--- src/rtl/i2cms_pkg.sv ---
// ----------------------------------------------------------------------------
// I2C master bit sequencer package
// Word types, command and pin action codes, and step tables.
// ----------------------------------------------------------------------------
package i2cms_pkg;

    localparam int DELAY_COUNT_WIDTH = 10;
    localparam int STEP_W            = 5;

    localparam logic [DELAY_COUNT_WIDTH-1:0] DELAY_RESET = DELAY_COUNT_WIDTH'(10);

    localparam logic [2:0] CMD_NONE  = 3'd0;
    localparam logic [2:0] CMD_START = 3'd1;
    localparam logic [2:0] CMD_STOP  = 3'd2;
    localparam logic [2:0] CMD_WRITE = 3'd3;
    localparam logic [2:0] CMD_READ  = 3'd4;
    localparam logic [2:0] CMD_SACK  = 3'd5;
    localparam logic [2:0] CMD_RACK  = 3'd6;

    localparam logic [2:0] ACT_SDA1       = 3'd0;
    localparam logic [2:0] ACT_SDA0       = 3'd1;
    localparam logic [2:0] ACT_SCL1       = 3'd2;
    localparam logic [2:0] ACT_SCL0       = 3'd3;
    localparam logic [2:0] ACT_SDA_BIT    = 3'd4;
    localparam logic [2:0] ACT_SAMPLE_BIT = 3'd5;
    localparam logic [2:0] ACT_SAMPLE_ACK = 3'd6;

    typedef struct packed {
        logic [2:0] cmd;
        logic [7:0] tx_byte;
        logic       ack_out;
        logic       sda_in;
    } t_in_word;

    typedef struct packed {
        logic       scl_level;
        logic       sda_level;
        logic       busy_res;
        logic       done_res;
        logic [7:0] rx_byte;
        logic       ack_seen;
        logic       rejected;
    } t_out_word;

    function automatic logic [STEP_W-1:0] last_step(input logic [2:0] cmd);
        logic [STEP_W-1:0] r;
        case (cmd)
            CMD_START: r = STEP_W'(3);
            CMD_STOP:  r = STEP_W'(2);
            CMD_WRITE: r = STEP_W'(23);
            CMD_READ:  r = STEP_W'(24);
            CMD_SACK:  r = STEP_W'(2);
            default:   r = STEP_W'(3);
        endcase
        return r;
    endfunction

    // phase is the position inside a three-step bit slot
    function automatic logic [2:0] step_action(input logic [2:0] cmd,
                                               input logic [STEP_W-1:0] step,
                                               input logic [1:0] phase);
        logic [2:0] r;
        r = ACT_SDA1;
        case (cmd)
            CMD_START: begin
                case (step[1:0])
                    2'd0:    r = ACT_SDA1;
                    2'd1:    r = ACT_SCL1;
                    2'd2:    r = ACT_SDA0;
                    default: r = ACT_SCL0;
                endcase
            end
            CMD_STOP: begin
                case (step[1:0])
                    2'd0:    r = ACT_SDA0;
                    2'd1:    r = ACT_SCL1;
                    default: r = ACT_SDA1;
                endcase
            end
            CMD_READ: begin
                if (step == '0) begin
                    r = ACT_SDA1;
                end else begin
                    case (phase)
                        2'd0:    r = ACT_SCL1;
                        2'd1:    r = ACT_SAMPLE_BIT;
                        default: r = ACT_SCL0;
                    endcase
                end
            end
            CMD_WRITE, CMD_SACK: begin
                case (phase)
                    2'd0:    r = ACT_SDA_BIT;
                    2'd1:    r = ACT_SCL1;
                    default: r = ACT_SCL0;
                endcase
            end
            default: begin
                case (step[1:0])
                    2'd0:    r = ACT_SDA1;
                    2'd1:    r = ACT_SCL1;
                    2'd2:    r = ACT_SAMPLE_ACK;
                    default: r = ACT_SCL0;
                endcase
            end
        endcase
        return r;
    endfunction

endpackage

--- src/rtl/i2cms_core.sv ---
// ----------------------------------------------------------------------------
// I2C master sequencer core
// Sequencer state and the one-tick step logic; result is combinational.
// ----------------------------------------------------------------------------
module i2cms_core (
    input  logic                                  i_clk,
    input  logic                                  i_rst_n,
    input  logic                                  i_step,
    input  i2cms_pkg::t_in_word                   i_in_word,
    input  logic [i2cms_pkg::DELAY_COUNT_WIDTH-1:0] i_delay_ticks,
    output i2cms_pkg::t_out_word                  o_result
);

    localparam int DW = i2cms_pkg::DELAY_COUNT_WIDTH;
    localparam int SW = i2cms_pkg::STEP_W;

    logic [2:0]    r_cmd,   n_cmd;
    logic [SW-1:0] r_step,  n_step;
    logic [1:0]    r_phase, n_phase;
    logic [DW-1:0] r_hold,  n_hold;
    logic [7:0]    r_shift_out, n_shift_out;
    logic [7:0]    r_shift_in,  n_shift_in;
    logic          r_ack, n_ack;
    logic          r_scl, n_scl;
    logic          r_sda, n_sda;

    logic [DW-1:0] limit;
    logic [DW:0]   hold_inc;
    logic          done;
    logic          rej;

    always_comb begin
        limit       = (i_delay_ticks == '0) ? DW'(1) : i_delay_ticks;
        n_cmd       = r_cmd;
        n_step      = r_step;
        n_phase     = r_phase;
        n_hold      = r_hold;
        n_shift_out = r_shift_out;
        n_shift_in  = r_shift_in;
        n_ack       = r_ack;
        n_scl       = r_scl;
        n_sda       = r_sda;
        done        = 1'b0;
        rej         = 1'b0;
        hold_inc    = '0;

        if (r_cmd == i2cms_pkg::CMD_NONE) begin
            if (i_in_word.cmd >= i2cms_pkg::CMD_START && i_in_word.cmd <= i2cms_pkg::CMD_RACK) begin
                n_cmd   = i_in_word.cmd;
                n_step  = '0;
                n_phase = '0;
                n_hold  = '0;
                if (i_in_word.cmd == i2cms_pkg::CMD_WRITE) begin
                    n_shift_out = i_in_word.tx_byte;
                end else if (i_in_word.cmd == i2cms_pkg::CMD_SACK) begin
                    n_shift_out = {i_in_word.ack_out, 7'd0};
                end
            end
        end else if (i_in_word.cmd != i2cms_pkg::CMD_NONE) begin
            rej = 1'b1;
        end

        if (n_cmd != i2cms_pkg::CMD_NONE) begin
            if (n_hold == '0) begin
                case (i2cms_pkg::step_action(n_cmd, n_step, n_phase))
                    i2cms_pkg::ACT_SDA1: n_sda = 1'b1;
                    i2cms_pkg::ACT_SDA0: n_sda = 1'b0;
                    i2cms_pkg::ACT_SCL1: n_scl = 1'b1;
                    i2cms_pkg::ACT_SCL0: n_scl = 1'b0;
                    i2cms_pkg::ACT_SDA_BIT: begin
                        n_sda       = n_shift_out[7];
                        n_shift_out = {n_shift_out[6:0], 1'b0};
                    end
                    i2cms_pkg::ACT_SAMPLE_BIT: n_shift_in = {n_shift_in[6:0], i_in_word.sda_in};
                    default: n_ack = i_in_word.sda_in;
                endcase
            end
            hold_inc = {1'b0, n_hold} + (DW+1)'(1);
            if (hold_inc >= {1'b0, limit}) begin
                n_hold = '0;
                if (n_step >= i2cms_pkg::last_step(n_cmd)) begin
                    n_cmd   = i2cms_pkg::CMD_NONE;
                    n_step  = '0;
                    n_phase = '0;
                    done    = 1'b1;
                end else begin
                    // read: first step is the SDA release, outside the bit slots
                    if (!(n_cmd == i2cms_pkg::CMD_READ && n_step == '0)) begin
                        n_phase = (n_phase == 2'd2) ? 2'd0 : n_phase + 2'd1;
                    end
                    n_step = n_step + SW'(1);
                end
            end else begin
                n_hold = hold_inc[DW-1:0];
            end
        end
    end

    always_ff @(posedge i_clk) begin
        if (!i_rst_n) begin
            r_cmd       <= i2cms_pkg::CMD_NONE;
            r_step      <= '0;
            r_phase     <= '0;
            r_hold      <= '0;
            r_shift_out <= '0;
            r_shift_in  <= '0;
            r_ack       <= 1'b1;
            r_scl       <= 1'b1;
            r_sda       <= 1'b1;
        end else if (i_step) begin
            r_cmd       <= n_cmd;
            r_step      <= n_step;
            r_phase     <= n_phase;
            r_hold      <= n_hold;
            r_shift_out <= n_shift_out;
            r_shift_in  <= n_shift_in;
            r_ack       <= n_ack;
            r_scl       <= n_scl;
            r_sda       <= n_sda;
        end
    end

    always_comb begin
        o_result.scl_level = n_scl;
        o_result.sda_level = n_sda;
        o_result.busy_res  = (n_cmd != i2cms_pkg::CMD_NONE);
        o_result.done_res  = done;
        o_result.rx_byte   = n_shift_in;
        o_result.ack_seen  = n_ack;
        o_result.rejected  = rej;
    end

endmodule

--- src/rtl/i2c_master_bit_sequencer.sv ---
// ----------------------------------------------------------------------------
// I2C master bit sequencer
// One input word is one bus timer tick; each tick yields one status word.
//
//   port group   dir  handshake           payload
//   in           in   i_in_valid/o_in_ready   t_in_word
//   out          out  o_out_valid/i_out_ready t_out_word
//   cfg          in   i_cfg_we (no wait)      delay_ticks
//
// One word per cycle while the output is not stalled; each word passes through the input
// register, then the step logic into the output register.
// Sequencer state advances only when a word moves into the output register.
// Output stall backs up through the input register to o_in_ready.
// Reset is synchronous; both bus lines come up released high.
// ----------------------------------------------------------------------------
module i2c_master_bit_sequencer (
    input  logic                                    i_clk,
    input  logic                                    i_rst_n,
    input  logic                                    i_in_valid,
    output logic                                    o_in_ready,
    input  i2cms_pkg::t_in_word                     i_in_word,
    output logic                                    o_out_valid,
    input  logic                                    i_out_ready,
    output i2cms_pkg::t_out_word                    o_out_word,
    input  logic                                    i_cfg_we,
    input  logic [i2cms_pkg::DELAY_COUNT_WIDTH-1:0] i_cfg_data
);

    logic                                    r_in_valid;
    i2cms_pkg::t_in_word                     r_in_word;
    logic                                    r_out_valid;
    i2cms_pkg::t_out_word                    r_out_word;
    logic [i2cms_pkg::DELAY_COUNT_WIDTH-1:0] r_delay;
    i2cms_pkg::t_out_word                    core_result;
    logic                                    out_free;
    logic                                    adv;

    assign out_free   = !r_out_valid || i_out_ready;
    assign adv        = r_in_valid && out_free;
    assign o_in_ready = !r_in_valid || out_free;

    always_ff @(posedge i_clk) begin
        if (!i_rst_n) begin
            r_delay <= i2cms_pkg::DELAY_RESET;
        end else if (i_cfg_we) begin
            r_delay <= i_cfg_data;
        end
    end

    always_ff @(posedge i_clk) begin
        if (!i_rst_n) begin
            r_in_valid <= 1'b0;
        end else if (o_in_ready) begin
            r_in_valid <= i_in_valid;
        end
    end

    always_ff @(posedge i_clk) begin
        if (i_in_valid && o_in_ready) begin
            r_in_word <= i_in_word;
        end
    end

    i2cms_core u_core (
        .i_clk         (i_clk),
        .i_rst_n       (i_rst_n),
        .i_step        (adv),
        .i_in_word     (r_in_word),
        .i_delay_ticks (r_delay),
        .o_result      (core_result)
    );

    always_ff @(posedge i_clk) begin
        if (!i_rst_n) begin
            r_out_valid <= 1'b0;
        end else if (out_free) begin
            r_out_valid <= r_in_valid;
        end
    end

    always_ff @(posedge i_clk) begin
        if (adv) begin
            r_out_word <= core_result;
        end
    end

    assign o_out_valid = r_out_valid;
    assign o_out_word  = r_out_word;

endmodule

--- config.mk ---
export PLATFORM = sky130hd
export DESIGN_NAME = i2c_master_bit_sequencer
export DESIGN_NICKNAME = d
export VERILOG_FILES = /design/src/rtl/i2cms_pkg.sv /design/src/rtl/i2cms_core.sv /design/src/rtl/i2c_master_bit_sequencer.sv
export SDC_FILE = /design/constraint.sdc
export NUM_CORES = 1
export LEC_CHECK = 0
export BUFFER_PORTS_ARGS = -buffer_cell sky130_fd_sc_hd__buf_4
export CAP_MARGIN = 30
export CORE_ASPECT_RATIO = 0.9
export CORE_MARGIN = 2
export CORE_UTILIZATION = 40
export CTS_BUF_LIST = sky130_fd_sc_hd__clkbuf_4 sky130_fd_sc_hd__clkbuf_8 sky130_fd_sc_hd__clkbuf_16
export CTS_CLUSTER_SIZE = 30
export DETAILED_ROUTE_END_ITERATION = 6
export MAX_ROUTING_LAYER = met4
export PLACE_DENSITY = 0.64
export SLEW_MARGIN = 20
export SYNTH_ARGS = -nofsm -noshare
export SYNTH_HDL_FRONTEND = slang
export SYNTH_SLANG_ARGS = --single-unit
--- constraint.sdc ---
create_clock -name i_clk -period 12.65 [get_ports i_clk]
set_input_delay 1.265 -clock i_clk [delete_from_list [all_inputs] [get_ports i_clk]]
set_output_delay 1.265 -clock i_clk [all_outputs]
set_load 0.005 [all_outputs]
* Word level (Yosys, flattened, before mapping) *
Cells that the tools add are included.

operators by class
  multiplexer cells = 55
  add/subtract/negate cells = 3
  eq/ne operators = 16
  reduce and logical (&&, ||, !) cells = 22
  order comparisons = 4

operators by type and width
  kind                                           count
  2-to-1 mux 8 bit                               10
  2-to-1 mux 10 bit                              5
  2-to-1 mux 5 bit                               7
  2-to-1 mux 3 bit                               8
  zero test 10 bit                               2
  == test 3 x 2 -> 1 bit, second input constant  5
  == test 3 bit, second input constant           5
  case mux 5 bit (3 select lines)                1
  2-to-1 mux 2 bit                               7
  case mux 3 bit (2 select lines)                2
  case mux 3 bit (4 select lines)                1
  adder 10 x 1 -> 11 bit, second input constant  1
  >= comparator 11 x 10 -> 1 bit                 1
  2-to-1 mux 1 bit                               9
  case mux 3 bit (3 select lines)                1
  nonzero test 3 bit                             3
  == test 3 x 1 -> 1 bit, second input constant  2
  zero test 3 bit                                2
  case mux 2 bit (3 select lines)                1
  OR reduction 6 bit                             1
  adder 5 x 1 -> 5 bit, second input constant    1
  >= comparator 5 bit                            1
  zero test 5 bit                                1
  == test 2 x 1 -> 1 bit, second input constant  2
  13 further kinds                               21

word-level totals
  input port bits = 28
  logic and storage cells = 123
  flip-flop bits (word level) = 78

* Depth between registers and ports, before layout *
Gate-level depths: netlist of run 1.

  depth in word-level cells = 15
  gate-level depth with buffers = 21
  mapped depth without buffers = 17

* Hierarchy *
A second synthesis of run 1 with hierarchy kept.

unflattened totals
  cells, all modules = 474
  area, all modules = 4395.5 sq um

by module, submodules not included
  module                    seq. area each (sq um)  cells each  area an instance (sq um)  instances
  i2cms_core                780.7                   406         3126.7                    1
  i2c_master_bit_sequencer  1051.0                  68          1268.7                    1

* Least setup slack after synthesis of run 1 *
No wires, ideal clock.

  kind = reg-to-reg
  from = register r_in_word[12] (netlist name)
  to = register u_core.r_step[2]
  path buffers = 4
  arrival time = 3.831 ns
  clock period less this slack = 3.966 ns
  stages on the path, launching flop included = 20
  slack = 8.684 ns
  cells stage by stage = edfxtp_1 -> buf_6 -> or3_1 -> buf_2 -> nand3_1 -> clkbuf_1 -> and2_1 -> ha_1 -> nand3_1 -> xor2_1 -> nor2_1 -> ha_1 -> a21o_1 -> a21o_1 -> a221o_1 -> a41oi_2 -> or2_2 -> buf_2 -> a2bb2oi_1 -> o32ai_1

on the way
  word-level cells in the longest chain between the ends = 13

ends and longest elaborated chain
  item                                                                 RTL line                        RTL
  from (decl)                                                          i2c_master_bit_sequencer.sv:30  i2cms_pkg::t_in_word r_in_word;
  from (signal assigned)                                               i2c_master_bit_sequencer.sv:60  r_in_word <= i_in_word;
  >= comparator 3 x 1 -> 1 bit or <= comparator 3 bit (tied branches)  i2cms_core.sv:48                if (i_in_word.cmd >= i2cms_pkg::CMD_START && i_in_word.cmd <= i2cms_pkg::CMD_RACK) begin
  logical AND 1 bit                                                    i2cms_core.sv:48
  2-to-1 mux 3 bit                                                     i2cms_core.sv:48
  2-to-1 mux 3 bit                                                     i2cms_core.sv:47                if (r_cmd == i2cms_pkg::CMD_NONE) begin
  == test 3 x 2 -> 1 bit or == test 3 bit (tied branches)              i2cms_pkg.sv:47                 case (cmd)
  OR reduction 2 bit (no source line)                                  --
  case mux 5 bit (3 select lines)                                      i2cms_pkg.sv:47
  2-to-1 mux 5 bit                                                     i2cms_core.sv:79                if (hold_inc >= {1'b0, limit}) begin
  2-to-1 mux 5 bit                                                     i2cms_core.sv:63                if (n_cmd != i2cms_pkg::CMD_NONE) begin
  >= comparator 5 bit                                                  i2cms_core.sv:81                if (n_step >= i2cms_pkg::last_step(n_cmd)) begin
  2-to-1 mux 5 bit                                                     i2cms_core.sv:81
  2-to-1 mux 5 bit                                                     i2cms_core.sv:79
  2-to-1 mux 5 bit (*)                                                 i2cms_core.sv:63
  to (signal assigned)                                                 i2cms_core.sv:112               r_step <= n_step;
  to (decl)                                                            i2cms_core.sv:18                logic [SW-1:0] r_step, n_step;

Mark *: on every way between the ends. The rest lies on a longest branch, timed or not. The select of a mux whose other input is x is not followed.
A chain may end at the register's enable or synchronous reset.

* Worst setup path after layout of run 1 *
  from = register r_in_word[12] (netlist name)
  to = register u_core.r_hold[5]

on the way
  word-level cells in the longest chain between the ends = 8

ends and longest elaborated chain
  item                                                                 RTL line           RTL
  >= comparator 3 x 1 -> 1 bit or <= comparator 3 bit (tied branches)  i2cms_core.sv:48
  logical AND 1 bit                                                    i2cms_core.sv:48
  2-to-1 mux 10 bit                                                    i2cms_core.sv:48
  2-to-1 mux 10 bit                                                    i2cms_core.sv:47
  adder 10 x 1 -> 11 bit                                               i2cms_core.sv:78   hold_inc = {1'b0, n_hold} + (DW+1)'(1);
  >= comparator 11 x 10 -> 1 bit                                       i2cms_core.sv:79
  2-to-1 mux 10 bit                                                    i2cms_core.sv:79
  2-to-1 mux 10 bit (*)                                                i2cms_core.sv:63
  to (signal assigned)                                                 i2cms_core.sv:114  r_hold <= n_hold;
  to (decl)                                                            i2cms_core.sv:20   logic [DW-1:0] r_hold, n_hold;

Mark *: on every way between the ends. The rest lies on a longest branch, timed or not.

==> metrics.txt, run 1 <==
status complete, no violations; Least-Margin Pin Slew ~0.9 ns; WHS Endpoint u_core.r_shift_out[6]; commonest cells after routing, fill and taps aside 54 x nor2_1, 53 x nand2_1, 51 x dfxtp_1, 43 x buf_4, 27 x edfxtp_1; max-cap violations 0; GPL Wtd Cong 0.867; period utilization between 30% and 40%; Worst-Skew Late Latency around 0.34 ns; Worst R2R Path Depth 15; synth warn 0; PwrDens 118 mW/mm^2; CTS root buf clkbuf_16; FMAX 224 MHz; Critical Path RT roughly 13 ns; post-place setup slack between 8 and 9 ns; crit start category flip-flop; largest fanout on the critical path 17; clock sink count between 70 and 80; sequential power share 45.2%; largest net degree at the start of global routing 33; post-route minimum period 4.46 ns; Nets 561; Final WS setup 8.19 ns; RSZ-0062 raised after global routing no; Async S/R FF share, synth 0%; clock skew 0.00545 ns; synth unique cells 71; Area contributors post-synth dfxtp_1 23%, edfxtp_1 18%, ha_1 6.2%, nor2_1 4.5%, nand2_1 4.5%; antenna violations before repair 0; Max Slew Vio Count 0; CTS tree done; via count about 3700; Switch Pwr 0.000159 W; clock transition at the registers of the reported paths 0.06 ns; Logic pwr share 12.9%; post-DP HPWL 7170 um; Mapped Avg Cell Area 9.25 um^2; final hold vios 0; io pins 44; CP endpoint kind flip-flop; WS Path Type flip-flop to flip-flop; first-pass GRT wire length between 15000 and 20000 um; wire per inst 15.0 um; cell taking the most area after synthesis dfxtp_1; H-tree Lvls 3; net count after synthesis 532; worst vdd ir 0.0481 mV; mapped cell area 0.00446 mm^2; # hold bufs at CTS 0; GRT overflow 0; Synth Register Bits approximately 80; Initial Util 41.1%; Rel. slew slack 38.3%; vias in the first global route around 3600; worst hold path class flip-flop to flip-flop; share of cells above drive strength 1 15.7%; WP data arrival 4.73 ns; Post-DRT Antenna Nets 0; Die Width 115 um; Filler cells ~1000; Post-CTS Setup Bufs 0; share of the synthesized area in the top cell type 22.9%; Clock power frac 41.9%; final-report setup violation count 0; Reg-to-Reg Start r_in_word[12]; Hold Path Stages 2; Initial DRC Count ~250; Core Box Area 0.0109 mm^2; Critical R2R Capture u_core.r_hold[5]; WL final about 10000 um; R2R setup slack 8.19 ns; n_diodes 0; # DRC 0; post-synthesis sequential area ratio 41.1%; Max clock buf depth 2; sw frac 26.0%; routed vias/inst 5.50; post-CTS sizing 0; total negative slack 0 ns; prevailing post-synth register cell dfxtp_1; CTS Buf Count 9; GRT Total Usage 18.1%; Leakage 2.10 nW; Die Area approximately 0.012 mm^2; Syn-to-layout area delta 15.8%; number of core rows 36; Post-synth EDFFs 27; first-pass detailed-route iteration total 5; post-synthesis cell count between 400 and 500; Buffers on Ports 43; commonest non-fill, non-tap cell in the layout nor2_1; P_int 0.000453 W; HP Start u_core.r_shift_out[6]; Die Span Y 104 um
-- layout make-up --
cell class                      count  area [um^2]  share of cell area (%)
Clock buffer                       12          272                    5.26
Clock inverter                      4         27.5                   0.533
Inverter                           26         97.6                    1.89
Multi-Input combinational cell    352         2390                    46.4
Sequential cell                    78         1830                    35.5
Tap cell                          152          190                    3.68
Timing Repair Buffer               44          350                    6.79
-- stage by stage --
stage | cell area [um^2] | instances | total power (W) | hold WS, ns | utilization [%]
after detailed placement | 4830 | 651 | 0.000359 | 0.453 | 44.5
after CTS | 5130 | 667 | 0.000615 | 0.460 | 47.2
final | 5160 | 668 | 0.000612 | 0.462 | 47.6
after global routing | 5160 | 668 | 0.000637 | 0.471 | 47.6
after floorplan | 4460 | 482 | 0.000336 | 0.416 | -
after global placement | 4830 | 651 | 0.000357 | 0.427 | 44.5
-- worst max-delay path by stage --
stage	from	to	slack, ns
6_report	r_in_word[12]	u_core.r_hold[5]	8.19
5_1_grt	r_in_word[12]	u_core.r_phase[1]	7.85
4_1_cts	r_in_word[12]	u_core.r_hold[5]	8.19
3_5_place_dp	r_in_word[12]	u_core.r_hold[5]	8.20
3_3_place_gp	r_in_word[12]	u_core.r_step[2]	8.35
2_1_floorplan	r_in_word[12]	u_core.r_step[2]	8.68
-- kinds of logic after synthesis --
| logic type | after synthesis | synth area share [%] |
|---|---|---|
| AO/OA/AOI/OAI | 108 | 18.6 |
| XOR/XNOR | 9 | 1.77 |
| adder cells (fa/ha/maj) | 22 | 6.17 |
| buffers and inverters | 52 | 5.36 |
| flip-flops | 78 | 41.1 |
| multiplexers | 27 | 6.31 |
| AND/OR/NAND/NOR | 186 | 20.7 |
-- cells in the mapped netlist, types with 2 or more instances --
cell type  instances
o311ai_1           5
a211oi_2           4
o31ai_1            5
o32ai_1            3
o21a_1             2
or3_1              6
nand3_1           13
nor3b_1            2
nor3_1             9
mux2i_1           18
buf_1              2
nand4_1            6
xor2_1             5
nor4_1             4
ha_1              22
buf_2              8
clkbuf_1          11
xnor2_1            4
a211o_1            2
a22oi_1           14
a31oi_1            7
a21oi_1           18
nor2b_1            4
edfxtp_1          27
o21ai_1            3
and3_1             6
and2_1             9
o21ai_0           10
o211a_1            2
a211oi_1           3
nand2_1           53
o211ai_1           3
or4_1              2
nor2_1            54
nor3_4             2
a2bb2oi_1          2
dfxtp_1           51
o311ai_0           3
mux2_1             8
inv_1             24
a21o_1             6
buf_6              4
nand2b_1           8
-- worst max-delay path: stages (launching register included) --
cell and delay, ns:
edfxtp_1 0.60, or3_1 0.51, nand3_1 0.36, and2_1 0.24, ha_1 0.25, nand3_1 0.11, xor2_1 0.16, nor2_1 0.15
ha_1 0.27, a21o_1 0.18, a21o_1 0.16, a221o_1 0.35, a41oi_2 0.40, and2_0 0.41, a22oi_1 0.13, nor2_1 0.13
-- sequential cells by signal (all words and copies together) (netlist names) --
| name | flops |
|---|---|
| o_out_valid | 1 |
| r_delay | 10 |
| u_core.r_shift_in | 8 |
| r_in_word | 13 |
| u_core.r_hold | 10 |
| u_core.r_sda | 1 |
| o_out_word | 14 |
| r_in_valid | 1 |
| u_core.r_phase | 2 |
| u_core.r_cmd | 3 |
| u_core.r_shift_out | 8 |
| u_core.r_step | 5 |
| u_core.r_scl | 1 |
| u_core.r_ack | 1 |
-- power by group through the flow --
stage / logic, W / registers (W) / clock network (W)
global placement: 0.0000751 / 0.000282 / 0
finish: 0.0000790 / 0.000277 / 0.000256
CTS: 0.0000777 / 0.000276 / 0.000260
floorplan: 0.0000576 / 0.000278 / 0
detailed placement: 0.0000774 / 0.000282 / 0
global route: 0.0000883 / 0.000278 / 0.000271
-- per-layer routing --
layer / vias to the layer above / wire length [um] / global-route usage, %
met4: 0 / 160 / 6.97
li1: 1805 / - / -
met2: 103 / 4670 / 28.1
met1: 1754 / 4690 / 23.3
met5: - / 0 / -
met3: 13 / 484 / 3.73
Note: power is estimated with default switching activity, not from simulation.
==> run 2, diff against run 1 <==
--- a/config.mk
+++ b/config.mk
@@ -5,6 +5,7 @@
 export SDC_FILE = /design/constraint.sdc
 export NUM_CORES = 1
 export LEC_CHECK = 0
+export ABC_AREA = 1
 export BUFFER_PORTS_ARGS = -buffer_cell sky130_fd_sc_hd__buf_4
 export CAP_MARGIN = 30
 export CORE_ASPECT_RATIO = 0.9
==> constraint.sdc (replaced) <==
create_clock -name i_clk -period 4.4 [get_ports i_clk]
set_input_delay 0.44 -clock i_clk [delete_from_list [all_inputs] [get_ports i_clk]]
set_output_delay 0.44 -clock i_clk [all_outputs]
set_load 0.005 [all_outputs]
==> metrics.txt, run 2 <==
Critical Path RT 4.65 ns; Max Slew Vio Count 0; top-count cell post-synth nand2_1; Post-CTS Setup Bufs 0; number of core rows 37; Worst R2R Path Depth 22; FMAX 264 MHz; share of cells above drive strength 1 about 18%; Worst Hold Margin 0.272 ns; Crit path depth 22; commonest non-fill, non-tap cell in the layout nand2_1; antenna violations before repair 0; crit path cell chain nor2_1, nand2_4, nand2_4, nor2_8, nor2_1, ha_1, nand3_1, nor2_1, xor2_1, ha_1, nand2_1, o21bai_1, nand3_1, nand2_1, nand3_1, nand2_1, nand2_1, nand2_1, nand3_2, nor2_2, nand2_1, a31oi_1; max FFs per register 14; Rel. slew slack 49.1%; H-tree Lvls 3; Max clock buf depth 2; largest fanout on the critical path 14; wire per inst about 13 um; CTS root buf clkbuf_16; Mapped Avg Cell Area 7.92 um^2; share of the synthesized area in the top cell type 22.1%; CTS tree done; delay-heaviest family, CP simple AND/OR/NAND/NOR gates; routed vias/inst ~5.0; CTS Buf Count 9; Syn-to-layout area delta 17.2%; synth warn 0; final-report setup violation count 0; clock transition at the registers of the reported paths ~0.060 ns; period utilization a little under nine tenths; WL final 9950 um; Worst-Skew Late Latency 0.34 ns; GRT overflow 0; post-place setup slack 0.620 ns; Hold Path Stages 1; synth unique cells between 40 and 50; max-cap violations 0; Initial DRC Count 190; Area contributors post-synth dfxtp_1 22%, edfxtp_1 18%, nand2_1 9.4%, inv_1 6.4%, ha_1 6.0%; crit start category flip-flop; Buffers on Ports 43; GPL Wtd Cong 0.866; Post-DRT Antenna Nets 0; WS Path Type flip-flop to flip-flop; Post-DP Area 0.00506 mm^2; RSZ-0062 raised after global routing no; PwrDens 383 mW/mm^2; clock sink count 78; Async S/R FF share, synth 0%; first-pass detailed-route iteration total 4; Core Box Area 0.0113 mm^2; CP endpoint kind flip-flop; Die Area about 0.012 mm^2; post-synthesis sequential area ratio 39.7%; io pins 44; mapped cell area 0.00462 mm^2; Synth Register Bits 78; net count after synthesis 633; Post-synth EDFFs 27; post-DP HPWL ~7300 um; GRT Total Usage 17.7%; Critical-path top delay cell edfxtp_1; Least-Margin Pin Slew 0.758 ns; cell taking the most area after synthesis dfxtp_1; prevailing post-synth register cell dfxtp_1; CP most frequent cell nand2_1; # DRC 0; post-synthesis cell count slightly below 600; Die Width between 100 and 150 um; worst hold path class input port to flip-flop; largest net degree at the start of global routing 34; status complete, no violations; Post-synth top cells 116 x nand2_1, 79 x inv_1, 51 x dfxtp_1; Initial Util 40.7%; Final WS setup 0.612 ns; Die Span Y 106 um; WP data arrival 4.04 ns; post-CTS sizing 0; via count ~3900; Post-Layout Inst Area 0.00541 mm^2; Nets 672; post-route minimum period 3.79 ns; final hold vios 0; # hold bufs at CTS 0; vias in the first global route 3693; first-pass GRT wire length 17100 um; Buf+Inv Stages, Crit Path 0; Leakage about 2.5 nW; clock skew 0.00834 ns; Filler cells 1117; total negative slack 0 ns; n_diodes 0; commonest cells after routing, fill and taps aside 116 x nand2_1, 79 x inv_1, 51 x dfxtp_1, 45 x nor2_1, 45 x buf_4; worst vdd ir about 0.29 mV; Max stage delay on crit path between 0.4 and 0.5 ns
[run 2: cell types whose count changed in the layout (fill, tap and decap cells not counted), moves of 10 or more]
cell / before / now
inv_1: 24 / 79
nand2_1: 53 / 116
o21ai_0: 10 / 25
nand4_1: 6 / 16
nand3_1: 13 / 43
a21oi_1: 18 / 38
mux2i_1: 18 / 0
[run 2: worst register-to-register path: stages, from the launching register on]
cell	delay (ns)
edfxtp_1	0.45
nor2_1	0.21
nand2_4	0.10
nand2_4	0.12
nor2_8	0.08
nor2_1	0.24
ha_1	0.24
nand3_1	0.16
nor2_1	0.16
xor2_1	0.21
ha_1	0.27
nand2_1	0.09
o21bai_1	0.11
nand3_1	0.08
nand2_1	0.06
nand3_1	0.06
nand2_1	0.06
nand2_1	0.05
nand2_1	0.07
nand3_2	0.23
nor2_2	0.41
nand2_1	0.09
a31oi_1	0.16
[run 2: power breakdown]
group | internal (W) | switching [W] | leakage, nW | total [W]
Clock | 0.000557 | 0.000301 | 0.170 | 0.000858
Combinational | 0.000136 | 0.000260 | 1.63 | 0.000396
Sequential | 0.000794 | 0.0000233 | 0.675 | 0.000817
Total | 0.00149 | 0.000584 | 2.47 | 0.00207
[run 2: layout make-up]
cell class | instances | area [um^2] | area share [%]
Timing Repair Buffer | 46 | 353 | 6.52
Clock inverter | 7 | 121 | 2.24
Tap cell | 156 | 195 | 3.61
Clock buffer | 9 | 225 | 4.16
Inverter | 88 | 330 | 6.10
Multi-Input combinational cell | 399 | 2350 | 43.5
Sequential cell | 78 | 1830 | 33.8
[run 2: worst paths after layout]
check | to | startpoint | slack [ns]
setup / recovery | u_core.r_hold[0] | r_in_word[10] | 0.61
hold / removal | r_in_word[7] | i_in_word[7] | 0.27
setup reg to reg | u_core.r_hold[0] | r_in_word[10] | 0.61
hold reg to reg | u_core.r_shift_out[0] | u_core.r_shift_out[0] | 0.46
[run 2: kinds of logic (layout without fill, tap and decap cells)]
group / count (synthesis) / count (layout) / synth area share, %
adder cells (fa/ha/maj): 22 / 22 / 5.96
AND/OR/NAND/NOR: 266 / 266 / 30.5
buffers and inverters: 106 / 150 / 9.35
XOR/XNOR: 7 / 7 / 1.33
AO/OA/AOI/OAI: 104 / 104 / 13.2
flip-flops: 78 / 78 / 39.7
[run 2: metal layers]
metal / up-vias / routed length (um) / GRT usage [%]
li1: 2026 / - / -
met1: 1791 / 4770 / 24.0
met2: 91 / 4540 / 26.4
met3: 16 / 468 / 3.99
met4: 0 / 162 / 5.55
met5: - / 0 / -
[run 2: through the flow]
stage,std cells,util (%),power [W]
after floorplan,583,-,0.00113
final,783,47.7,0.00207
after global routing,783,47.7,0.00217
after CTS,783,47.7,0.00209
after global placement,766,44.5,0.00122
after detailed placement,767,44.7,0.00123
==> run 3, diff against run 2 <==
--- a/config.mk
+++ b/config.mk
@@ -12,10 +12,11 @@
 export CORE_MARGIN = 2
 export CORE_UTILIZATION = 40
 export CTS_BUF_LIST = sky130_fd_sc_hd__clkbuf_4 sky130_fd_sc_hd__clkbuf_8 sky130_fd_sc_hd__clkbuf_16
-export CTS_CLUSTER_SIZE = 30
+export CTS_CLUSTER_SIZE = 25
 export DETAILED_ROUTE_END_ITERATION = 6
+export GPL_TIMING_DRIVEN = 0
 export MAX_ROUTING_LAYER = met4
-export PLACE_DENSITY = 0.64
+export PLACE_DENSITY = 0.57
 export SLEW_MARGIN = 20
 export SYNTH_ARGS = -nofsm -noshare
 export SYNTH_HDL_FRONTEND = slang
==> metrics.txt, run 3 (same netlist as run 2, synthesis figures left out) <==
n_diodes 0; # DRC 0; Core Box Area about 0.011 mm^2; final-report setup violation count 0; post-route minimum period 3.98 ns; CTS tree done; clock sink count 78; Switch Pwr 0.000587 W; vias in the first global route 3681; Max clock buf depth 2; Filler cells 1106; Critical Path RT roughly 4.7 ns; share of cells above drive strength 1 18.2%; number of core rows 37; Reg area between 0.0015 and 0.002 mm^2; WP data arrival 4.24 ns; total negative slack 0 ns; antenna violations before repair 0; via count 3985; # hold bufs at CTS 0; worst vdd ir roughly 0.20 mV; sw frac 28.0%; Initial Util between 40 and 50%; max-cap violations 0; Die Width around 120 um; first-pass detailed-route iteration total 4; WS Path Type flip-flop to flip-flop; Nets a little under 700; largest fanout on the critical path 10; Worst Hold Margin 0.275 ns; crit start category flip-flop; io pins 44; worst hold path class input port to flip-flop; routed vias/inst between 4 and 5; P_int 0.00151 W; Buffers on Ports 43; post-DP HPWL 8230 um; clock transition at the registers of the reported paths 0.06 ns; multi-input combinational cell area between 0.002 and 0.0025 mm^2; Logic pwr share 20.2%; Post-CTS Setup Bufs 0; CTS root buf clkbuf_16; final hold vios 0; CTS Buf Count 9; Overall Power 0.00209 W; post-CTS sizing 0; PwrDens 382 mW/mm^2; Syn-to-layout area delta 18.5%; WL final 11000 um; wire per inst 13.8 um; commonest non-fill, non-tap cell in the layout nand2_1; largest net degree at the start of global routing 24; Die Span Y 106 um; period utilization between 90% and 100%; H-tree Lvls 3; commonest cells after routing, fill and taps aside 116 x nand2_1, 79 x inv_1, 51 x dfxtp_1, 45 x nor2_1, 44 x buf_4; RSZ-0062 raised after global routing no; Least-Margin Pin Slew 0.620 ns; CP endpoint kind flip-flop; Clock power frac 40.8%; sequential power share around 39%; Leakage roughly 2.5 nW; Max Slew Vio Count 0; Rel. slew slack between 50% and 60%; GPL Wtd Cong approximately 0.9; Initial DRC Count 286; FMAX approximately 250 MHz; clock skew 0.00530 ns; GRT Total Usage between 10% and 20%; first-pass GRT wire length 18000 um; Post-DRT Antenna Nets 0; Worst-Skew Late Latency roughly 0.34 ns; max FFs per register 14; status complete, no violations; Die Area 0.0124 mm^2; GRT overflow 0
==> run 3: area by class of cell <==
| cell class | instances | area share [%] |
|---|---|---|
| multi-input cells | 399 | 43.0 |
| flip-flops and latches | 78 | 33.5 |
| inverters | 88 | 6.03 |
| repair buffers | 43 | 5.90 |
| clock buffers | 11 | 4.39 |
| well taps | 156 | 3.57 |
| plain buffers | 18 | 1.85 |
| clock inverters | 5 | 1.78 |
==> run 3: layer usage <==
metal / up-vias / track usage, % / share of wire (%)
li1: 2057 / - / -
met1: 1813 / 26.5 / 48
met2: 101 / 28.4 / 44
met3: 14 / 3.99 / 6.4
met4: 0 / 6.89 / 1.6
met5: - / - / 0
==> run 3: power by group through the flow <==
stage          clock network, W  logic (W)  registers (W)
6_report               0.000853   0.000423       0.000816
5_1_grt                0.000896   0.000471       0.000821
4_1_cts                0.000868   0.000424       0.000816
3_5_place_dp                  0   0.000422       0.000831
3_3_place_gp                  0   0.000415       0.000830
2_1_floorplan                 0   0.000306       0.000827
==> run 3: worst paths after layout <==
path	endpoint	cells past startpoint	start	slack, ns
min reg2reg	u_core.r_shift_out[7]	2	u_core.r_shift_out[7]	0.46
min	r_in_word[9]	1	i_in_word[9]	0.28
max reg2reg	u_core.r_hold[3]	23	r_in_word[10]	0.42
max	u_core.r_hold[3]	23	r_in_word[10]	0.42
==> run 3: through the flow <==
step                      cells  util, %  setup WS (ns)  cell area (um^2)
after floorplan             583        -           1.15              4620
after global placement      782     45.3          0.526              5140
after detailed placement    782     45.3          0.471              5140
after CTS                   798     48.3          0.440              5470
after global routing        798     48.3          0.116              5470
final                       798     48.3          0.424              5470
==> run 3: critical path: stages, from the launching register on <==
cell	delay, ns
edfxtp_1	0.47
nor2_1	0.21
nand2_4	0.10
nand2_4	0.12
nor2_8	0.07
buf_6	0.15
nor2_1	0.26
ha_1	0.26
nand3_1	0.18
nor2_1	0.16
xor2_1	0.23
ha_1	0.28
nand2_1	0.09
nor2_1	0.06
nand3_1	0.06
nand3b_1	0.13
nand3_1	0.08
nand2_1	0.06
nand2_1	0.05
nand2_1	0.07
nand3_2	0.16
nor2_2	0.39
nand2_1	0.12
a31oi_1	0.15
